[src/rtl/core/rmq_pkg.sv]
// Shared types, constants and step functions for the matrix to quaternion core.
package rmq_pkg;

    localparam int FRAC       = 14;
    localparam int IN_W       = 16;
    localparam int CAND_W     = IN_W + 2;
    localparam int D_W        = IN_W + 1;
    localparam int SQ_RAD_W   = 36;
    localparam int SQ_H       = SQ_RAD_W / 2;
    localparam int SQ_REM_W   = SQ_H + 2;
    localparam int DV_NUM_W   = 32;
    localparam int DV_DEN_W   = 18;
    localparam int DV_Q       = 17;
    localparam int C_W        = 18;
    localparam int SQR_W      = 2 * (C_W - 1);
    localparam int OUT_W      = 16;
    localparam int OUT_LIM    = ((1 << FRAC) > 32767) ? 32767 : (1 << FRAC);
    localparam int NSTG       = 1 + SQ_H + 2 + DV_Q + 3 + SQ_H + 2 + DV_Q + 1;

    typedef enum logic [1:0] {
        PICK_W = 2'd0,
        PICK_X = 2'd1,
        PICK_Y = 2'd2,
        PICK_Z = 2'd3
    } t_pick;

    typedef struct packed {
        logic [SQ_RAD_W-1:0] rad;
        logic [SQ_REM_W-1:0] rem;
        logic [SQ_H-1:0]     root;
    } t_sq;

    typedef struct packed {
        logic [3:0][DV_NUM_W-1:0] rem;
        logic [3:0][DV_Q-1:0]     quo;
        logic [DV_DEN_W-1:0]      den;
    } t_dv;

    typedef struct packed {
        t_pick              pick;
        logic [3:0][D_W-1:0] d;
    } t_sb_a;

    typedef struct packed {
        t_pick           pick;
        logic [3:0]      neg;
        logic [SQ_H-1:0] p;
    } t_sb_b;

    // One digit of the restoring square root: bring down two radicand bits.
    function automatic t_sq sqrt_step(t_sq s);
        logic [SQ_REM_W+1:0] acc;
        logic [SQ_REM_W+1:0] trial;
        t_sq r;
        acc   = {s.rem, s.rad[SQ_RAD_W-1 -: 2]};
        trial = (SQ_REM_W + 2)'({s.root, 2'b01});
        r.rad = s.rad << 2;
        if (acc >= trial) begin
            r.rem  = SQ_REM_W'(acc - trial);
            r.root = {s.root[SQ_H-2:0], 1'b1};
        end else begin
            r.rem  = SQ_REM_W'(acc);
            r.root = {s.root[SQ_H-2:0], 1'b0};
        end
        return r;
    endfunction

    // One quotient bit of the restoring division, on all four lanes.
    function automatic t_dv div_step(t_dv s, int b);
        logic [DV_NUM_W+2:0] sh;
        t_dv r;
        r  = s;
        sh = (DV_NUM_W + 3)'(s.den) << b;
        for (int l = 0; l < 4; l++) begin
            if ((DV_NUM_W + 3)'(s.rem[l]) >= sh) begin
                r.rem[l]    = s.rem[l] - sh[DV_NUM_W-1:0];
                r.quo[l][b] = 1'b1;
            end
        end
        return r;
    endfunction

endpackage

[src/rtl/core/rmq_sqrt.sv]
// Pipelined integer square root, one result bit per stage, final remainder kept.
module rmq_sqrt (
    input  logic                         i_clk,
    input  logic                         i_en,
    input  logic [rmq_pkg::SQ_RAD_W-1:0] i_rad,
    output logic [rmq_pkg::SQ_H-1:0]     o_root,
    output logic [rmq_pkg::SQ_REM_W-1:0] o_rem
);

    rmq_pkg::t_sq r_st [rmq_pkg::SQ_H];
    rmq_pkg::t_sq n_st [rmq_pkg::SQ_H];
    rmq_pkg::t_sq st_in;

    assign st_in = '{rad: i_rad, rem: '0, root: '0};

    for (genvar k = 0; k < rmq_pkg::SQ_H; k++) begin : g_stage
        always_comb begin
            n_st[k] = rmq_pkg::sqrt_step((k == 0) ? st_in : r_st[(k == 0) ? 0 : k - 1]);
        end
        always_ff @(posedge i_clk) begin
            if (i_en) begin
                r_st[k] <= n_st[k];
            end
        end
    end

    assign o_root = r_st[rmq_pkg::SQ_H-1].root;
    assign o_rem  = r_st[rmq_pkg::SQ_H-1].rem;

endmodule

[config.mk]
export PLATFORM = sky130hd
export DESIGN_NAME = rmq_sqrt
export DESIGN_NICKNAME = d
export VERILOG_FILES = /design/src/rtl/core/rmq_pkg.sv /design/src/rtl/core/rmq_sqrt.sv
export SDC_FILE = /design/constraint.sdc
export NUM_CORES = 1
export LEC_CHECK = 0
export ABC_AREA = 1
export BUFFER_PORTS_ARGS = -buffer_cell sky130_fd_sc_hd__buf_4
export CORE_MARGIN = 2
export CORE_UTILIZATION = 55
export CTS_CLUSTER_DIAMETER = 60
export DETAILED_ROUTE_END_ITERATION = 8
export PLACE_DENSITY = 0.72
export SLEW_MARGIN = 25
export SYNTH_ARGS = -nofsm -noshare
export SYNTH_HDL_FRONTEND = slang
export SYNTH_SLANG_ARGS = --single-unit
[constraint.sdc]
create_clock -name i_clk -period 2.8 [get_ports i_clk]
set_input_delay 0.42 -clock i_clk [delete_from_list [all_inputs] [get_ports i_clk]]
set_output_delay 0.42 -clock i_clk [all_outputs]
set_load 0.05 [all_outputs]
# ---- After elaboration in Yosys (flattened, before gate mapping)
# Memory sizes are Yosys's and may differ from the RTL's.
# Cells that the tools add are included.
dict set report op_classes {
  add_sub_neg 18
  order_cmp 18
  mux 20
}
# op count
set ops {}
lappend ops {{38-bit 2-to-1 mux} 18}
lappend ops {{22-bit by 20-bit greater-or-equal comparator with 1-bit output} 17}
lappend ops {{20-bit subtractor} 17}
lappend ops {{2-bit by 1-bit subtractor with 3-bit output, second input constant} 1}
lappend ops {{2-bit by 1-bit greater-or-equal comparator with 1-bit output, second input constant} 1}
lappend ops {{1-bit 2-to-1 mux} 2}
dict set report word_totals {
  register_bits 0
  ram_bits 1296
  in_bits 38
  output_inout_bits 38
  elab_cells 57
  memories 1
}
# memory depth word_bits rd rd_ports_with_merged_regs write_ports line
set mem_list {}
lappend mem_list {r_st 18 72 18 0 18 rmq_sqrt.sv:10} ;# rmq_pkg::t_sq r_st [rmq_pkg::SQ_H];

# ---- Logic depth before layout (Yosys ltp)
# An unclocked memory read counts as a cell.
dict set report logic_depth {
  word_depth 3
  depth_mapped 15
  ltp_nobuf 14
}

# ---- Least setup slack after synthesis
# No wires, ideal clock.
dict set report synth_path {
  path_kind {flip-flop to flip-flop}
  startpoint {memory r_st[8][26] (netlist name)}
  endpoint {memory r_st[9][21] (netlist name), data pin}
  setup_ns 0.257
  arrival_ns 1.649
  t_required_ns 2.543
  slack_ns 0.893
  path_stages_with_launch 14
  path_buffers 1
  synth_period_minus_slack_ns 1.907
  path_cell_list {edfxtp_1 > ha_1 > inv_2 > nor2_2 > nand2_1 > nor2_2 > nand2_1 > nand2_1 > inv_2 > nand3_4 > inv_4 > buf_4 > nand2_1 > o21ai_2}
}
# item line
set synth_rtl {}
lappend synth_rtl {{from (decl)} rmq_sqrt.sv:10}

==> qor.csv <==
stage,metric,value,unit
pwr,power.internal,24200,uW
clocking,numCtsBuffers,93,
timing,setup_ws,0.253,ns
floorplanning,die_h,285,um
routing,drtIter0Drc,2752,
timing,rsz0062_at_grt,no,
timing,slew-limit-headroom,57.5,%
floorplanning,dieArea,0.0810,mm^2
timing,worst_pin_slew,0.637,ns
worst_hold_path,hold_class,in -> reg,
synth,syn_area,0.0433,mm^2
pwr,p_per_area,716,mW/mm^2
synth,ys_ff_latch,814,
finish,area_delta_synth_final,12.4,%
timing,hold_violations,0,
pwr,vdd_ir_drop_max,0.000544,V
worst_setup_path,cp_max_fo,12,
clocking,clock-sinks,814,
worst_setup_path,crit_type,reg -> reg,
floorplanning,die_w,285,um
clocking,cts_tree,done,
worst_setup_path,cp_data_required_time,3.18,ns
finish,mostFrequentLayoutCells,"nand2_1, edfxtp_1, inv_1",
pwr,power.switching,10600,uW
synth,ys_warn_count,0,
clocking,cts_resized,0,
timing,slew_violations,0,
placement,gp_congestion,0.941,
finish,final_layout_size_suffix_gt1_share,7.71,%
routing,via_per_inst,5.23,
placement,port_buffers,75,
synth,syn_nets,4889,
finish,largest_register_ffs,814,
clocking,clk_pin_slew,0.06,ns
synth,synth_edf_count,814,
floorplanning,coreArea,0.0777,mm^2
worst_setup_path,endpoint_kind,flop,
synth,ys_types,48,
floorplanning,rows,102,
finish,final_nets,5093,
pwr,p_sw_share,30.4,%
routing,routedWlPerCell,16.3,um
clocking,insertion_delay,0.67,ns
outcome,status,"complete, no violations",
finish,insertedDiodeCount,0,
placement,dp_hpwl,72500,um
grt,grt-ovfl-total,0,
timing,totalNegativeSetupSlack,0,ns
pwr,p_clk_share,34.4,%
synth,avgSynthCellArea,9.29,um^2
finish,top_regs,r_st (814),
clocking,holdBufCountCts,37,
timing,finClkSkew,0.0276,ns
clocking,clockRootBuffer,clkbuf_16,
grt,grt_max_degree,115,
grt,grt_util_all_layers,24.2,%
worst_setup_path,arrival,2.92,ns
clocking,post_cts.repair.setup_buffers,0,
placement,dp_slack,0.240,ns
pwr,combPwrFrac,19.9,%
grt,antenna_found_initial,1,
routing,antenna_left,0,
routing,drc_errors,0,
run,drv_cap,0,
synth,synth-main-ff-cell,edfxtp_1,
timing,fin_crit_sh,91.0,%
routing,wl,97400,um
finish,top_register,r_st,
finish,final_util,62.6,%
grt,grt_pass1_wl,156000,um
clocking,cts.htree.levels,3,
grt,grt_pass1_vias,30035,
floorplanning,io-pin-count,76,
worst_setup_path,start_kind,flop,
finish,final_common_cell,nand2_1,
timing,fmax,393,MHz
timing,setup_viol,0,
synth,yosysSeqAreaShare,56.5,%
pwr,p_seq_share,45.7,%
timing,period_needed,2.55,ns
floorplanning,initial_utilization,55.7,%
synth,ys_async_sr_fraction,0,%
synth,synthCells,4659,
clocking,clockBufferDepth,3,
pwr,p_leak,0.0215,uW
routing,first_pass_iters,8,
routing,vias,31280,
## synthesized netlist by cell type (2+ instances only)
cell type | n | area (um^2)
nand2_1 | 1469 | 5510
or2_2 | 11 | 68.8
inv_4 | 5 | 31.3
inv_1 | 721 | 2710
a21oi_2 | 27 | 236
nor2_2 | 16 | 100
or2_1 | 3 | 18.8
o211ai_1 | 3 | 22.5
nand3_4 | 3 | 52.6
nor3_1 | 38 | 190
ha_1 | 192 | 2400
nand4_1 | 59 | 369
o21ai_0 | 95 | 475
nand2_2 | 17 | 106
buf_2 | 3 | 15.0
a21oi_1 | 177 | 886
or2_0 | 2 | 12.5
and3_1 | 2 | 12.5
nor2_1 | 383 | 1440
nor4_1 | 4 | 25.0
a21o_1 | 2 | 15.0
xnor2_1 | 66 | 578
buf_4 | 15 | 113
o21bai_1 | 6 | 45.0
nand3_2 | 3 | 30.0
inv_2 | 8 | 30.0
nor3_2 | 4 | 40.0
buf_6 | 17 | 191
o21ai_1 | 36 | 180
nor2_4 | 5 | 56.3
and2_1 | 7 | 43.8
nand3_1 | 271 | 1360
o21ai_2 | 28 | 245
edfxtp_1 | 814 | 24400
nand3b_1 | 46 | 345
xor2_1 | 89 | 780
## layer usage
layer,GRT usage (%),vias up,routed length (um)
li1,-,15736,-
met2,42.2,883,48100
met4,7.01,0,2670
met5,0,-,0
met3,2.91,180,4790
met1,31.8,14481,41800
## power by group through the flow
stage / clock network (uW) / registers (uW) / logic [uW]
after detailed placement: 0 / 16200 / 6790
after CTS: 12200 / 15900 / 6880
after floorplan: 0 / 16100 / 4690
final: 12000 / 15900 / 6930
after global placement: 0 / 16200 / 6730
after global routing: 12700 / 16000 / 7850
## cell families after synthesis
family / Yosys count / synth area share, %
and+or+nand+nor: 2346 / 22.7
AOI/OAI and AO/OA: 379 / 4.99
other: 1 / 0.00866
xor gates and xnor gates: 155 / 3.14
DFF: 814 / 56.5
adders and majority gates: 192 / 5.55
buffers and inverters: 772 / 7.16
## per-stage QoR
step                      std cells  hold WS [ns]  instance area, um^2  power [uW]
final                          5983         0.156                48600       34800
after global routing           5983         0.141                48600       36600
after CTS                      5983         0.142                48600       35000
after detailed placement       5771         0.405                45200       23000
after global placement         5771         0.401                45200       22900
after floorplan                4659         0.400                43300       20800
## path summary, 6_finish.rpt
path              cells past startpoint         from  slack [ns]            to
hold / removal                        1         i_en        0.16   r_st[0][56]
setup / recovery                     13  r_st[14][3]        0.25  r_st[15][27]
setup reg to reg                     13  r_st[14][3]        0.25  r_st[15][27]
hold reg to reg                       0  r_st[1][59]        0.41   r_st[2][61]
## cell type report
class	count	area [um^2]
clock buffers	111	2390
clock inverters	64	671
fillers	6337	29100
inverters	735	2770
multi-input cells	3073	15700
flip-flops and latches	814	24400
well taps	1040	1300
repair buffers	146	1320
## worst max-delay path: stages, from the launching register on
cell and delay [ns]:
edfxtp_1 0.41, inv_1 0.08, ha_1 0.35, nand2_1 0.12, inv_1 0.06, a21oi_1 0.13, nand2_1 0.13, nand2_1 0.11
nand2_1 0.07, nand2_1 0.12, nand2_2 0.23, buf_4 0.28, nand2_1 0.07, nand2_1 0.11
Power figures use the tool's default switching activity.
